`src/rtl/sdc_pkg.sv`:
```
// Shared types, constants and codes of the straight-drive distance controller.
package sdc_pkg;

  localparam int ENCODER_BITS_DEF = 24;
  localparam int TARGET_W         = 20;
  localparam int DGAIN_W          = 10;
  localparam int HGAIN_W          = 11;
  localparam int HEAD_W           = 13;
  localparam int HMAG_W           = 13;
  localparam int PMAG_W           = 7;
  localparam int POWER_W          = 8;
  localparam int TRAVEL_W         = 23;
  localparam int TICK_W           = 10;
  localparam int SETTLE_W         = 2;
  localparam int CFG_IDX_W        = 3;
  localparam int CFG_DATA_W       = 20;
  localparam int MUL_B_W          = 17;
  localparam int CORR_W           = 16;
  localparam int DIVX_W           = 15;
  localparam int Q_SHIFT          = 8;

  localparam int SETTLE_TICKS     = 2;
  localparam int SETTLE_BAND      = 8;
  localparam int DEADZONE         = 8;
  localparam int POWER_LIMIT      = 127;
  localparam int TRAVEL_MAX       = 8388607;

  // x/127 for x < 127*256: (x * DIV127_K) >> DIV127_SHIFT
  localparam int DIV127_K         = 33027;
  localparam int DIV127_SHIFT     = 22;
  localparam int DIV127_LIMIT     = 32512;
  // x*49/50 for x < 256: (x * TRIM_K) >> TRIM_SHIFT
  localparam int TRIM_K           = 1027628;
  localparam int TRIM_SHIFT       = 20;

  localparam int RST_DGAIN        = 61;
  localparam int RST_HGAIN        = 461;
  localparam int RST_MIN_POWER    = 17;
  localparam int RST_MAX_POWER    = 102;
  localparam int RST_TIMEOUT      = 275;

  typedef enum logic [CFG_IDX_W-1:0] {
    REG_TARGET  = 3'd0,
    REG_DGAIN   = 3'd1,
    REG_HGAIN   = 3'd2,
    REG_HREF    = 3'd3,
    REG_MIN_PWR = 3'd4,
    REG_MAX_PWR = 3'd5,
    REG_REVERSE = 3'd6,
    REG_TIMEOUT = 3'd7
  } cfg_reg_t;

  typedef enum logic [3:0] {
    ST_IDLE,
    ST_AVG,
    ST_EVAL,
    ST_SPD,
    ST_CORR,
    ST_FACT,
    ST_LMUL,
    ST_RMUL,
    ST_LDIV,
    ST_RDIV,
    ST_TRIM,
    ST_TMUL,
    ST_DONE
  } state_t;

  typedef enum logic [2:0] {
    MOP_NONE,
    MOP_SPD,
    MOP_CORR,
    MOP_LEFT,
    MOP_RIGHT,
    MOP_LDIV,
    MOP_RDIV,
    MOP_TRIM
  } mop_t;

  typedef struct packed {
    logic in_acc;
    logic fin;
    logic out_free;
  } sts_t;

  typedef struct packed {
    mop_t mop;
    logic busy;
    logic cap_avg;
    logic cap_eval;
    logic cap_spd;
    logic cap_fact;
    logic cap_lp;
    logic cap_rp;
    logic cap_lq;
    logic cap_rq;
    logic load_out;
  } ctl_t;

endpackage

```
`src/rtl/sdc_mul.sv`:
```
// Shared unsigned multiplier with registered product.
module sdc_mul import sdc_pkg::*; #(
  parameter int A_W = TARGET_W,
  parameter int B_W = MUL_B_W
) (
  input  logic               clk,
  input  logic               en,
  input  logic [A_W-1:0]     a,
  input  logic [B_W-1:0]     b,
  output logic [A_W+B_W-1:0] p_r
);

  logic [A_W+B_W-1:0] p_nxt;

  assign p_nxt = (A_W+B_W)'(a) * (A_W+B_W)'(b);

  always_ff @(posedge clk) begin
    if (en) begin
      p_r <= p_nxt;
    end
  end

endmodule

```
`src/rtl/sdc_ctrl.sv`:
```
// Step sequencer of the controller: walks one transaction through the multiplier.
module sdc_ctrl import sdc_pkg::*; (
  input  logic clk,
  input  logic rst_n,
  input  sts_t sts,
  output ctl_t ctl
);

  state_t state_r;
  state_t state_nxt;

  always_ff @(posedge clk) begin
    if (!rst_n) begin
      state_r <= ST_IDLE;
    end else begin
      state_r <= state_nxt;
    end
  end

  always_comb begin
    state_nxt = state_r;
    case (state_r)
      ST_IDLE: begin
        if (sts.in_acc) begin
          state_nxt = ST_AVG;
        end
      end
      ST_AVG:  state_nxt = ST_EVAL;
      ST_EVAL: state_nxt = sts.fin ? ST_DONE : ST_SPD;
      ST_SPD:  state_nxt = ST_CORR;
      ST_CORR: state_nxt = ST_FACT;
      ST_FACT: state_nxt = ST_LMUL;
      ST_LMUL: state_nxt = ST_RMUL;
      ST_RMUL: state_nxt = ST_LDIV;
      ST_LDIV: state_nxt = ST_RDIV;
      ST_RDIV: state_nxt = ST_TRIM;
      ST_TRIM: state_nxt = ST_TMUL;
      ST_TMUL: state_nxt = ST_DONE;
      ST_DONE: begin
        if (sts.out_free) begin
          state_nxt = ST_IDLE;
        end
      end
      default: state_nxt = ST_IDLE;
    endcase
  end

  always_comb begin
    ctl          = '0;
    ctl.mop      = MOP_NONE;
    ctl.busy     = (state_r != ST_IDLE);
    case (state_r)
      ST_AVG:  ctl.cap_avg = 1'b1;
      ST_EVAL: ctl.cap_eval = 1'b1;
      ST_SPD:  ctl.mop = MOP_SPD;
      ST_CORR: begin
        ctl.mop     = MOP_CORR;
        ctl.cap_spd = 1'b1;
      end
      ST_FACT: ctl.cap_fact = 1'b1;
      ST_LMUL: ctl.mop = MOP_LEFT;
      ST_RMUL: begin
        ctl.mop    = MOP_RIGHT;
        ctl.cap_lp = 1'b1;
      end
      ST_LDIV: begin
        ctl.mop    = MOP_LDIV;
        ctl.cap_rp = 1'b1;
      end
      ST_RDIV: begin
        ctl.mop    = MOP_RDIV;
        ctl.cap_lq = 1'b1;
      end
      ST_TRIM: ctl.cap_rq = 1'b1;
      ST_TMUL: ctl.mop = MOP_TRIM;
      ST_DONE: ctl.load_out = sts.out_free;
      default: ctl.mop = MOP_NONE;
    endcase
  end

endmodule

```
`src/rtl/straight_drive_distance_controller_unit.sv`:
```
// Top level of the straight-drive distance controller: ports, registers, datapath.
//
//  channel | direction | handshake         | payload
//  --------+-----------+-------------------+-------------------------------------------
//  in_     | input     | in_valid/in_stall | start_req, left/right_count, heading
//  out_    | output    | out_valid/out_stall | left/right_power, done_res, travelled_counts
//  cfg_    | input     | cfg_valid/cfg_ready | cfg_index, cfg_data
//
// A transaction walks twelve sequencer steps while a run is active; once the run is
// finished it goes straight from evaluation to the final step. Seven of the steps are
// products on the one shared multiplier (24x17 at the default encoder width).
// in_stall is high from the accepting edge until the result enters the output register;
// a held result does not block the next input transaction, only its final load.
// Synchronous active-low reset: sequencer idle, counters cleared, run finished,
// registers at their defaults. cfg_ready is always high.
module straight_drive_distance_controller_unit import sdc_pkg::*; #(
  parameter int ENCODER_BITS = ENCODER_BITS_DEF
) (
  input  logic                         clk,
  input  logic                         rst_n,
  input  logic                         in_valid,
  output logic                         in_stall,
  input  logic                         in_start_req,
  input  logic signed [ENCODER_BITS-1:0] in_left_count,
  input  logic signed [ENCODER_BITS-1:0] in_right_count,
  input  logic signed [HEAD_W-1:0]     in_heading,
  output logic                         out_valid,
  input  logic                         out_stall,
  output logic signed [POWER_W-1:0]    out_left_power,
  output logic signed [POWER_W-1:0]    out_right_power,
  output logic                         out_done_res,
  output logic [TRAVEL_W-1:0]          out_travelled_counts,
  input  logic                         cfg_valid,
  output logic                         cfg_ready,
  input  logic [CFG_IDX_W-1:0]         cfg_index,
  input  logic [CFG_DATA_W-1:0]        cfg_data
);

  localparam int EB = ENCODER_BITS;
  localparam int MW = (EB > TARGET_W) ? EB : TARGET_W;
  localparam int PW = MW + MUL_B_W;
  localparam int XW = (EB > TRAVEL_W) ? EB : TRAVEL_W;

  // configuration registers
  logic [TARGET_W-1:0]     target_r;
  logic [DGAIN_W-1:0]      dgain_r;
  logic [HGAIN_W-1:0]      hgain_r;
  logic [HEAD_W-1:0]       href_r;
  logic [PMAG_W-1:0]       min_pwr_r;
  logic [PMAG_W-1:0]       max_pwr_r;
  logic                    rev_r;
  logic [TICK_W-1:0]       timeout_r;

  // run state
  logic [TICK_W-1:0]       tick_r, tick_nxt;
  logic [SETTLE_W-1:0]     settle_r, settle_nxt;
  logic                    fin_r, fin_nxt;

  // latched transaction
  logic                    start_r;
  logic [EB-1:0]           lc_r, rc_r;
  logic [HEAD_W-1:0]       hd_r;

  // working registers
  logic [EB-1:0]           avg_r;
  logic [TRAVEL_W-1:0]     trav_r;
  logic [HMAG_W-1:0]       hd_mag_r;
  logic                    hd_neg_r;
  logic [MW-1:0]           abs_err_r;
  logic                    err_neg_r;
  logic                    done_r;
  logic [PMAG_W-1:0]       spd_r;
  logic [MUL_B_W-1:0]      fl_mag_r, fr_mag_r;
  logic                    fl_neg_r, fr_neg_r;
  logic                    l_big_r, r_big_r;
  logic [DIVX_W-1:0]       l_x_r, r_x_r;
  logic [PMAG_W-1:0]       l_mag_r;
  logic [POWER_W-1:0]      r_dz_r;

  // output register
  logic                    out_valid_r;
  logic [POWER_W-1:0]      out_lp_r, out_rp_r;
  logic                    out_done_r;
  logic [TRAVEL_W-1:0]     out_trav_r;

  ctl_t                    ctl;
  sts_t                    sts;
  logic                    in_acc;

  logic [MW-1:0]           mul_a;
  logic [MUL_B_W-1:0]      mul_b;
  logic [PW-1:0]           mul_p;

  // averaging
  logic [EB-1:0]           abs_l, abs_r;
  logic [EB:0]             cnt_sum;
  logic [XW-1:0]           avg_x;
  logic [HMAG_W:0]         hdiff;

  // evaluation
  logic [MW:0]             err_s;
  logic [MW-1:0]           err_mag;
  logic [TICK_W-1:0]       tick0;
  logic [SETTLE_W-1:0]     settle0;
  logic                    pre_fin;

  // capture helpers
  logic [PMAG_W-1:0]       spd_raw, spd_lift;
  logic [CORR_W-1:0]       corr_mag;
  logic [MUL_B_W-1:0]      corr_ext, fac_sum, fac_dif;
  logic                    corr_big;
  logic [POWER_W-1:0]      q_raw, q_dz;
  logic [POWER_W-1:0]      t_raw;
  logic [PMAG_W-1:0]       r_mag;
  logic                    l_neg, r_neg;
  logic [POWER_W-1:0]      lp_val, rp_val;

  assign in_acc   = in_valid && !in_stall;
  assign in_stall = ctl.busy;
  assign cfg_ready = 1'b1;

  assign sts.in_acc   = in_acc;
  assign sts.fin      = fin_nxt;
  assign sts.out_free = !out_valid_r || !out_stall;

  sdc_ctrl u_ctrl (
    .clk   (clk),
    .rst_n (rst_n),
    .sts   (sts),
    .ctl   (ctl)
  );

  sdc_mul #(
    .A_W (MW),
    .B_W (MUL_B_W)
  ) u_mul (
    .clk (clk),
    .en  (ctl.mop != MOP_NONE),
    .a   (mul_a),
    .b   (mul_b),
    .p_r (mul_p)
  );

  always_comb begin
    mul_a = '0;
    mul_b = '0;
    case (ctl.mop)
      MOP_SPD: begin
        mul_a = abs_err_r;
        mul_b = MUL_B_W'(dgain_r);
      end
      MOP_CORR: begin
        mul_a = MW'(hd_mag_r);
        mul_b = MUL_B_W'(hgain_r);
      end
      MOP_LEFT: begin
        mul_a = MW'(spd_r);
        mul_b = fl_mag_r;
      end
      MOP_RIGHT: begin
        mul_a = MW'(spd_r);
        mul_b = fr_mag_r;
      end
      MOP_LDIV: begin
        mul_a = MW'(l_x_r);
        mul_b = MUL_B_W'(DIV127_K);
      end
      MOP_RDIV: begin
        mul_a = MW'(r_x_r);
        mul_b = MUL_B_W'(DIV127_K);
      end
      MOP_TRIM: begin
        mul_a = MW'(TRIM_K);
        mul_b = MUL_B_W'(r_dz_r);
      end
      default: begin
        mul_a = '0;
        mul_b = '0;
      end
    endcase
  end

  // configuration writes
  always_ff @(posedge clk) begin
    if (!rst_n) begin
      target_r  <= '0;
      dgain_r   <= DGAIN_W'(RST_DGAIN);
      hgain_r   <= HGAIN_W'(RST_HGAIN);
      href_r    <= '0;
      min_pwr_r <= PMAG_W'(RST_MIN_POWER);
      max_pwr_r <= PMAG_W'(RST_MAX_POWER);
      rev_r     <= 1'b0;
      timeout_r <= TICK_W'(RST_TIMEOUT);
    end else if (cfg_valid && cfg_ready) begin
      case (cfg_reg_t'(cfg_index))
        REG_TARGET:  target_r  <= cfg_data[TARGET_W-1:0];
        REG_DGAIN:   dgain_r   <= cfg_data[DGAIN_W-1:0];
        REG_HGAIN:   hgain_r   <= cfg_data[HGAIN_W-1:0];
        REG_HREF:    href_r    <= cfg_data[HEAD_W-1:0];
        REG_MIN_PWR: min_pwr_r <= cfg_data[PMAG_W-1:0];
        REG_MAX_PWR: max_pwr_r <= cfg_data[PMAG_W-1:0];
        REG_REVERSE: rev_r     <= cfg_data[0];
        REG_TIMEOUT: timeout_r <= cfg_data[TICK_W-1:0];
        default:     rev_r     <= rev_r;
      endcase
    end
  end

  // averaging and heading error
  assign abs_l   = lc_r[EB-1] ? (~lc_r + 1'b1) : lc_r;
  assign abs_r   = rc_r[EB-1] ? (~rc_r + 1'b1) : rc_r;
  assign cnt_sum = {1'b0, abs_l} + {1'b0, abs_r};
  assign avg_x   = XW'(cnt_sum[EB:1]);
  assign hdiff   = {href_r[HEAD_W-1], href_r} - {hd_r[HEAD_W-1], hd_r};

  // run bookkeeping
  assign err_s   = (MW+1)'(target_r) - (MW+1)'(avg_r);
  assign err_mag = err_s[MW] ? MW'(~err_s + 1'b1) : err_s[MW-1:0];
  assign tick0   = start_r ? '0 : tick_r;
  assign settle0 = start_r ? '0 : settle_r;
  assign pre_fin = (start_r ? 1'b0 : fin_r) || (tick0 >= timeout_r);

  always_comb begin
    tick_nxt   = tick0;
    settle_nxt = settle0;
    fin_nxt    = 1'b1;
    if (!pre_fin) begin
      if (err_mag > MW'(SETTLE_BAND)) begin
        settle_nxt = '0;
      end else if (!(&settle0)) begin
        settle_nxt = settle0 + 1'b1;
      end
      if (!(&tick0)) begin
        tick_nxt = tick0 + 1'b1;
      end
      fin_nxt = (settle_nxt >= SETTLE_W'(SETTLE_TICKS)) || (tick_nxt >= timeout_r);
    end
  end

  always_ff @(posedge clk) begin
    if (!rst_n) begin
      tick_r   <= '0;
      settle_r <= '0;
      fin_r    <= 1'b1;
    end else if (ctl.cap_eval) begin
      tick_r   <= tick_nxt;
      settle_r <= settle_nxt;
      fin_r    <= fin_nxt;
    end
  end

  // speed lift and clamp
  assign spd_raw  = (|mul_p[PW-1:Q_SHIFT+PMAG_W]) ? PMAG_W'(POWER_LIMIT)
                                                 : mul_p[Q_SHIFT+PMAG_W-1:Q_SHIFT];
  assign spd_lift = (spd_raw < min_pwr_r) ? min_pwr_r : spd_raw;

  // steering factors 127 - corr and 127 + corr
  assign corr_mag = mul_p[Q_SHIFT+CORR_W-1:Q_SHIFT];
  assign corr_ext = MUL_B_W'(corr_mag);
  assign corr_big = corr_mag > CORR_W'(POWER_LIMIT);
  assign fac_sum  = corr_ext + MUL_B_W'(POWER_LIMIT);
  assign fac_dif  = corr_big ? (corr_ext - MUL_B_W'(POWER_LIMIT))
                             : (MUL_B_W'(POWER_LIMIT) - corr_ext);

  // quotient by 127 (below 256 here), then deadzone
  assign q_raw = mul_p[DIV127_SHIFT+POWER_W-1:DIV127_SHIFT];
  assign q_dz  = (q_raw < POWER_W'(DEADZONE)) ? '0 : q_raw;

  assign t_raw = mul_p[TRIM_SHIFT+POWER_W-1:TRIM_SHIFT];
  assign r_mag = t_raw[POWER_W-1] ? PMAG_W'(POWER_LIMIT) : t_raw[PMAG_W-1:0];

  assign l_neg  = err_neg_r ^ fl_neg_r ^ rev_r;
  assign r_neg  = err_neg_r ^ fr_neg_r ^ rev_r;
  assign lp_val = done_r ? '0 : (l_neg ? (~{1'b0, l_mag_r} + 1'b1) : {1'b0, l_mag_r});
  assign rp_val = done_r ? '0 : (r_neg ? (~{1'b0, r_mag} + 1'b1) : {1'b0, r_mag});

  always_ff @(posedge clk) begin
    if (in_acc) begin
      start_r <= in_start_req;
      lc_r    <= in_left_count;
      rc_r    <= in_right_count;
      hd_r    <= in_heading;
    end
    if (ctl.cap_avg) begin
      avg_r    <= cnt_sum[EB:1];
      trav_r   <= (avg_x > XW'(TRAVEL_MAX)) ? TRAVEL_W'(TRAVEL_MAX) : avg_x[TRAVEL_W-1:0];
      hd_neg_r <= hdiff[HMAG_W];
      hd_mag_r <= hdiff[HMAG_W] ? HMAG_W'(~hdiff + 1'b1) : hdiff[HMAG_W-1:0];
    end
    if (ctl.cap_eval) begin
      abs_err_r <= err_mag;
      err_neg_r <= err_s[MW];
      done_r    <= fin_nxt;
    end
    if (ctl.cap_spd) begin
      if (spd_raw == '0) begin
        spd_r <= '0;
      end else begin
        spd_r <= (spd_lift > max_pwr_r) ? max_pwr_r : spd_lift;
      end
    end
    if (ctl.cap_fact) begin
      if (hd_neg_r) begin
        fl_mag_r <= fac_sum;
        fl_neg_r <= 1'b0;
        fr_mag_r <= fac_dif;
        fr_neg_r <= corr_big;
      end else begin
        fl_mag_r <= fac_dif;
        fl_neg_r <= corr_big;
        fr_mag_r <= fac_sum;
        fr_neg_r <= 1'b0;
      end
    end
    if (ctl.cap_lp) begin
      l_big_r <= mul_p >= PW'(DIV127_LIMIT);
      l_x_r   <= mul_p[DIVX_W-1:0];
    end
    if (ctl.cap_rp) begin
      r_big_r <= mul_p >= PW'(DIV127_LIMIT);
      r_x_r   <= mul_p[DIVX_W-1:0];
    end
    if (ctl.cap_lq) begin
      if (l_big_r) begin
        l_mag_r <= PMAG_W'(POWER_LIMIT);
      end else begin
        l_mag_r <= q_dz[POWER_W-1] ? PMAG_W'(POWER_LIMIT) : q_dz[PMAG_W-1:0];
      end
    end
    if (ctl.cap_rq) begin
      r_dz_r <= r_big_r ? '1 : q_dz;
    end
    if (ctl.load_out) begin
      out_lp_r   <= lp_val;
      out_rp_r   <= rp_val;
      out_done_r <= done_r;
      out_trav_r <= trav_r;
    end
  end

  always_ff @(posedge clk) begin
    if (!rst_n) begin
      out_valid_r <= 1'b0;
    end else if (ctl.load_out) begin
      out_valid_r <= 1'b1;
    end else if (!out_stall) begin
      out_valid_r <= 1'b0;
    end
  end

  assign out_valid            = out_valid_r;
  assign out_left_power       = out_lp_r;
  assign out_right_power      = out_rp_r;
  assign out_done_res         = out_done_r;
  assign out_travelled_counts = out_trav_r;

  a_busy_after_accept: assert property (@(posedge clk) disable iff (!rst_n)
    in_acc |=> in_stall)
    else $error("input taken while sequencer stays idle");

  a_load_slot_free: assert property (@(posedge clk) disable iff (!rst_n)
    ctl.load_out |-> (!out_valid_r || !out_stall))
    else $error("result overwrote a held transaction");

  a_done_zero_power: assert property (@(posedge clk) disable iff (!rst_n)
    out_valid |-> (!out_done_res || (out_left_power == '0 && out_right_power == '0)))
    else $error("finished run drives nonzero power");

  a_power_range: assert property (@(posedge clk) disable iff (!rst_n)
    out_valid |-> (out_left_power != 8'sh80 && out_right_power != 8'sh80))
    else $error("side power beyond limit");

endmodule

```
`config.mk`:
```
export PLATFORM = sky130hd
export DESIGN_NAME = straight_drive_distance_controller_unit
export DESIGN_NICKNAME = d
export VERILOG_FILES = /design/src/rtl/sdc_pkg.sv /design/src/rtl/sdc_mul.sv /design/src/rtl/sdc_ctrl.sv /design/src/rtl/straight_drive_distance_controller_unit.sv
export SDC_FILE = /design/constraint.sdc
export NUM_CORES = 2
export LEC_CHECK = 0
export ABC_AREA = 1
export ABC_CLOCK_PERIOD_IN_PS = 8200
export BUFFER_PORTS_ARGS = -buffer_cell sky130_fd_sc_hd__buf_2
export CELL_PAD_IN_SITES_DETAIL_PLACEMENT = 1
export CELL_PAD_IN_SITES_GLOBAL_PLACEMENT = 2
export CORE_MARGIN = 5
export CORE_UTILIZATION = 36
export DETAILED_ROUTE_END_ITERATION = 8
export HOLD_SLACK_MARGIN = 0.05
export MAX_ROUTING_LAYER = met4
export PLACE_DENSITY_LB_ADDON = 0.08
export SYNTH_ARGS = -nofsm -noshare
export SYNTH_HDL_FRONTEND = slang
export SYNTH_SLANG_ARGS = --single-unit
```
`constraint.sdc`:
```
create_clock -name clk -period 8.2 [get_ports clk]
set_input_delay 1.23 -clock clk [delete_from_list [all_inputs] [get_ports clk]]
set_output_delay 1.23 -clock clk [all_outputs]
set_load 0.01 [all_outputs]
```
==> Word-level counts from Yosys, hierarchy flattened <==
Cells that the tools add are included.
{ "word_totals": {"latchBits": 0, "ff_bits": 417, "ram_bits": 0, "rom_bits": 0, "out_inout_bits": 43, "n_memories": 0, "elab_cells": 180} }
{ "op_classes": {"div": 0, "bitwise": 12, "reduce_logical": 29, "muxes": 43, "eq_ne": 29, "shifts": 0, "n_lt_le_gt_ge": 10, "mul": 1, "addsub": 14} }
{ "ops": {"columns": ["op", "count"], "rows": [
  ["case mux 24 bit (6 select lines)", 1],
  ["case mux 17 bit (6 select lines)", 1],
  ["adder 24 x 1 -> 24 bit (second input constant)", 3],
  ["two-way mux 24 bit", 3],
  ["NOT 24 bit", 3],
  ["case mux 4 bit (13 select lines)", 1],
  ["two-way mux 17 bit", 3],
  ["two-way mux 7 bit", 6],
  ["greater-or-equal comparator 41 x 15 -> 1 bit (second input constant)", 1],
  ["multiplier 24 x 17 -> 41 bit", 1],
  ["two-way mux 10 bit", 4],
  ["OR reduction 26 bit", 1],
  ["adder 24 x 24 -> 25 bit", 1],
  ["subtractor 20 x 24 -> 25 bit", 1],
  ["== test 3 bit (second input constant)", 8],
  ["greater-than comparator 24 x 23 -> 1 bit (second input constant)", 1],
  ["greater-than comparator 24 x 4 -> 1 bit (second input constant)", 1],
  ["case mux 3 bit (7 select lines)", 1],
  ["== test 4 bit (second input constant)", 5],
  ["greater-or-equal comparator 10 bit", 2],
  ["AND reduction 2 bit", 10],
  ["adder 16 x 7 -> 17 bit (second input constant)", 1],
  ["subtractor 16 x 7 -> 17 bit (second input constant)", 1],
  ["subtractor 7 x 16 -> 17 bit (first input constant)", 1],
  ["36 further kinds", 77]
]} }

==> Longest topological paths before layout <==
{ "logic_depth": {"depth_word": 12, "mapped_depth": 39, "ltp_nobuf": 38} }

==> By module <==
Synthesis repeated with hierarchy kept, for this count alone.
{ "hier_totals": {"cells_unflattened": 4546, "area_unflattened_um2": 36790.3} }
{ "by_module_without_submodules": {"columns": ["mod", "seq_area_each_um2", "cells_each", "area_per_inst_um2", "n_inst"], "rows": [
  ["straight_drive_distance_controller_unit", 10209.8, 2454, 21020.2, 1],
  ["sdc_mul", 1231.2, 2027, 15414.8, 1],
  ["sdc_ctrl", 80.1, 65, 355.3, 1]
]} }

==> Least setup slack after synthesis <==
Ideal clock, no wire load.
{ "synth_path": {"kind": "register to register", "startpoint": "reg u_ctrl.state_r[2]", "endpoint": "reg u_mul.p_r[29] (data pin)", "stages_incl_launch_ff": 32, "arrival_ns": 7.473, "setup_ns": 0.256, "required_time_ns": 7.944, "path_buffers": 2, "setup_slack_ns": 0.471, "path_cell_list": "dfxtp_1 > inv_1 > nor2_1 > inv_1 > nor2_1 > clkbuf_1 > a22o_1 > nor2_1 > inv_1 > clkbuf_1 > nand2_1 > fa_1 > fa_1 > fa_1 > fa_1 > inv_1 > fa_1 > inv_1 > fa_1 > inv_1 > ha_1 > a21oi_1 > a21boi_0 > o21ai_0 > a21boi_1 > o21ai_0 > a21oi_1 > o21ai_1 > nand2_1 > inv_1 > o21bai_1 > nand2_1"} }
{ "synth_via": {"elab_chain_cells": 6} }
{ "synth_lines": {"columns": ["element", "line_no", "source"], "rows": [
  ["start: declaration", "sdc_ctrl.sv:9", "state_t state_r;"],
  ["start signal: assignment", "sdc_ctrl.sv:16", "state_r <= state_nxt;"],
  ["== test 4 bit, or another cell as far along", "sdc_ctrl.sv:52", "case (state_r)"],
  ["case mux 3 bit (7 select lines) (*)", "sdc_ctrl.sv:52", null],
  ["== test 3 bit or == test 3 x 2 -> 1 bit (tied branches)", "straight_drive_distance_controller_unit.sv:147", "case (ctl.mop)"],
  ["OR reduction 2 bit (no line)", null, null],
  ["case mux 24 bit (6 select lines) or case mux 17 bit (6 select lines) (tied branches)", "straight_drive_distance_controller_unit.sv:147", null],
  ["multiplier 24 x 17 -> 41 bit (*)", "sdc_mul.sv:15", "assign p_nxt = (A_W+B_W)'(a) * (A_W+B_W)'(b);"],
  ["net u_mul.p_nxt[29]", "sdc_mul.sv:13", "logic [A_W+B_W-1:0] p_nxt;"],
  ["end signal: assignment", "sdc_mul.sv:19", "p_r <= p_nxt;"],
  ["end: declaration", "sdc_mul.sv:10", "output logic [A_W+B_W-1:0] p_r"]
]} }
The timed path passes the listed nets; every way through them passes the cells marked *.
A chain may end at the register's enable or synchronous reset.

==> Worst setup path after layout <==
{ "layout_path": {"startpoint": "reg u_ctrl.state_r[0]", "endpoint": "reg u_mul.p_r[29] (data pin)"} }
Same word-level chain as after synthesis.

==> metrics <==
estimated wirelength of the detail-placed design=90.0 mm; dominant combinational cell family by area after synthesis=adder cells; count of input and output buffers=131; detail-routed net length per standard cell=19.4 um; Horiz. Die Dim=321 um; category of cells accounting for the largest share of critical-path delay=adder cells; number of pins exceeding their max-slew limit in the final report=0; transition time at the pin with the least slew margin=1.20 ns; share of async-settable or async-resettable flops after synthesis=0; arrival time worst endpoint=8.17 ns; clock root buffer master=sky130_fd_sc_hd__clkbuf_16; die area=103000 um^2; final cycle utilization of the critical path=0.954; leakage power=0.0188 uW; cell with the most instances after synthesis=sky130_fd_sc_hd__inv_1; number of detailed-routing iterations run before antenna repair=5; post-route cell area=39500 um^2; Area growth, synth to finish=13.7%; initial antenna violation count=1; number of DRC violations after detailed-routing iteration 0=1502; startpoint type of the worst setup path=flop; top cell type's share of synthesized area=0.276; cell type with the largest total area after synthesis=sky130_fd_sc_hd__edfxtp_1; Die H=321 um; Comb pwr share=0.430; worst relative slew slack=0.192; Internal Dissipation=5590 uW; clock share of power=0.245; Compound-Gate Fraction of Synth Area=0.0829; core outline area=96100 um^2; r2r startpoint=u_ctrl.state_r[0]$_SDFFE_PN0P_; cell with the largest stage delay on the worst path=sky130_fd_sc_hd__fa_1; buffer levels on the longest clock path=3; final critical-path setup slack=0.374 ns; start-to-end type of the worst setup path=reg2reg; fraction of synthesized area in multiplexers=0; Placed Area=37800 um^2; count of cell types in the netlist=56; unrepaired setup endpoints after global routing=no; top post-synthesis cells by area=sky130_fd_sc_hd__edfxtp_1 28%, sky130_fd_sc_hd__fa_1 19%, sky130_fd_sc_hd__inv_1 8.8%; fraction of power spent switching nets=0.398; initial core utilization=0.361; per-instance average area after synthesis=8.65 um^2; Hold Path Origin=trav_r[1]$_SDFFCE_PN1P_; post-route antenna net violation count=0; clock input transition at the sequential cells of the worst setup and hold paths=0.06 ns; cells resized by post-CTS repair=0; area of the mapped netlist=34700 um^2; cell types with the highest counts after synthesis=812 x sky130_fd_sc_hd__inv_1, 787 x sky130_fd_sc_hd__nand2_1, 397 x sky130_fd_sc_hd__nor2_1; sinks on the clock net=416; required time of the worst setup path=8.55 ns; Setup Buffers After CTS=0; number of flip-flops and latches in the synthesized netlist=416; number of top-level design ports=133; count of flip-flops with a built-in enable after synthesis=319; Fmax achieved=128 MHz; minimum clock period after layout=7.83 ns; Switching Power=3690 uW; maximum vdd ir drop=0.192 mV; final hold violation count=0; Min-Delay Path Class=reg2reg; remaining global-route overflow=0; end point of the most critical hold path=out_travelled_counts[1]$_DFFE_PP_; r2r endpoint=u_mul.p_r[29]$_DFFE_PP_; first-pass GRT wire length=169 mm; Primary FF master, synth=sky130_fd_sc_hd__edfxtp_1; Hold-fix buffers, CTS=0; result of the run=completed; cell count after synthesis=4014; Reg2Reg Setup Slack=0.37 ns; WHS Path Cells=0; TritonCTS clock tree=yes; maximum fanout count along the critical path=21; clock latency on the worst-skew pair=0.60 ns; share of synthesized cell area in and, or, nand and nor gates=0.176; drt total wl=109 mm; sequential-to-total area share from yosys stat=0.332; share of the synthesized netlist area taken by xor and xnor gates=0.0406; Bufs and invs on worst path=9; sequential power share=0.325; number of core rows=114; net count reported at finish=4938; Register-to-Register Path Depth=31; Post-Route Setup TNS=0 ns; Cell Pwr Density=235 nW/um^2; GRT Util Overall=0.219; average via count per standard cell=4.81; routed vias=27000; number of violations of the max-capacitance limit=0; routability-driven placement congestion ratio=0.894; synth warn=0; worst clock skew=0.0295 ns; DRC Markers=0; pin count of the biggest net entering global routing=82; number of failing setup endpoints in the final timing report=0; proportion of layout cells with a drive suffix above 1=0.0874; element type at the critical path end=flop; pre-CTS setup slack=0.227 ns; delay of the slowest critical-path stage=0.54 ns; post-synthesis adder-cell area fraction=0.269; H-Tree Depth=2; vias in the first global route=28400; number of buffers inserted during clock tree synthesis=47
==> cell families (layout without fill, tap and decap cells) <==
| group | count (synthesis) | count (layout) |
|---|---|---|
| xor gates and xnor gates | 161 | 161 |
| and+or+nand+nor | 1474 | 1474 |
| adders and majority gates | 548 | 548 |
| DFF | 416 | 416 |
| AOI/OAI and AO/OA | 500 | 500 |
| other | 2 | 107 |
| buffers and inverters | 913 | 1133 |
==> flip-flops by register name, indices dropped and copies added, names as in the netlist, 15 cells and up <==
register and count:
u_mul.p_r 41, abs_err_r 24, avg_r 24, lc_r 24
rc_r 24, out_travelled_counts 23, trav_r 23, target_r 20
fl_mag_r 17, fr_mag_r 16, l_x_r 15, r_x_r 15
==> metal layers <==
| layer | up-vias | wire length (um) | global-route usage |
|---|---|---|---|
| met5 | - | 0 | - |
| met4 | 0 | 2120 | 0.0416 |
| li1 | 13100 | - | - |
| met3 | 110 | 4790 | 0.0288 |
| met2 | 419 | 50500 | 0.351 |
| met1 | 13400 | 51300 | 0.302 |
==> power by group through the flow <==
| stage | Combinational [uW] | Sequential [uW] | Clock, uW |
|---|---|---|---|
| CTS | 3970 | 3020 | 2340 |
| floorplan | 2900 | 2950 | 0 |
| finish | 3990 | 3010 | 2280 |
| global placement | 3910 | 3050 | 0 |
| detailed placement | 3930 | 3060 | 0 |
| global route | 4590 | 3040 | 2430 |
==> metrics by stage <==
stage / hold WS, ns / instances / utilization / total power [uW]
floorplan: 0.400 / 4118 / - / 5860
global placement: 0.401 / 5527 / 0.393 / 6960
detailed placement: 0.406 / 5527 / 0.393 / 6990
CTS: 0.416 / 5614 / 0.410 / 9330
global route: 0.422 / 5614 / 0.410 / 10100
finish: 0.418 / 5615 / 0.410 / 9280
==> layout by cell type, fill, tap and decap left out, drive strengths merged, types with 4 or more instances in the layout <==
cell,instances
nand4,24
nor4,17
o21bai,10
nand2,812
conb,106
or2,24
a21boi,8
fa,332
xor2,118
clkbuf,61
xnor2,43
o22ai,13
dfxtp,97
buf,217
nand3,121
ha,216
clkinv,25
a221oi,4
a31oi,8
nor3,54
nor2,408
a211oi,7
a21o,5
a32o,7
o211ai,33
inv,820
nor3b,8
a21oi,191
edfxtp,319
o21a,8
bufinv,7
a22o,18
o21ai,179
==> worst reg2reg max path: cells and delay by family (launching register included) <==
kind                       cells  cell delay [ns]
and+or+nand+nor                6             0.92
AOI/OAI and AO/OA              9             1.80
buffers and inverters          9             1.19
adders and majority gates      7             3.33
DFF                            1             0.33
==> worst max-delay path by stage <==
| stage | depth (start not counted) | to | startpoint |
|---|---|---|---|
| 6_report | 31 | u_mul.p_r[29]$_DFFE_PP_ | u_ctrl.state_r[0]$_SDFFE_PN0P_ |
| 3_3_place_gp | 34 | u_mul.p_r[29]$_DFFE_PP_ | u_ctrl.state_r[3]$_SDFFE_PN0P_ |
| 5_1_grt | 34 | u_mul.p_r[35]$_DFFE_PP_ | u_ctrl.state_r[2]$_SDFFE_PN0P_ |
| 3_5_place_dp | 33 | u_mul.p_r[29]$_DFFE_PP_ | u_ctrl.state_r[3]$_SDFFE_PN0P_ |
| 2_1_floorplan | 31 | u_mul.p_r[29]$_DFFE_PP_ | u_ctrl.state_r[2]$_SDFFE_PN0P_ |
| 4_1_cts | 33 | u_mul.p_r[29]$_DFFE_PP_ | u_ctrl.state_r[3]$_SDFFE_PN0P_ |
==> area by class of cell <==
type	instances	area [um^2]
Fill cell	11400	56700
Multi-Input combinational cell	2789	20200
Sequential cell	416	11500
Clock inverter	26	344
Clock buffer	61	1300
Inverter	829	3120
Antenna cell	1	2.50
Timing Repair Buffer	217	1380
Tap cell	1276	1600
(Power assumes the default switching activity.)
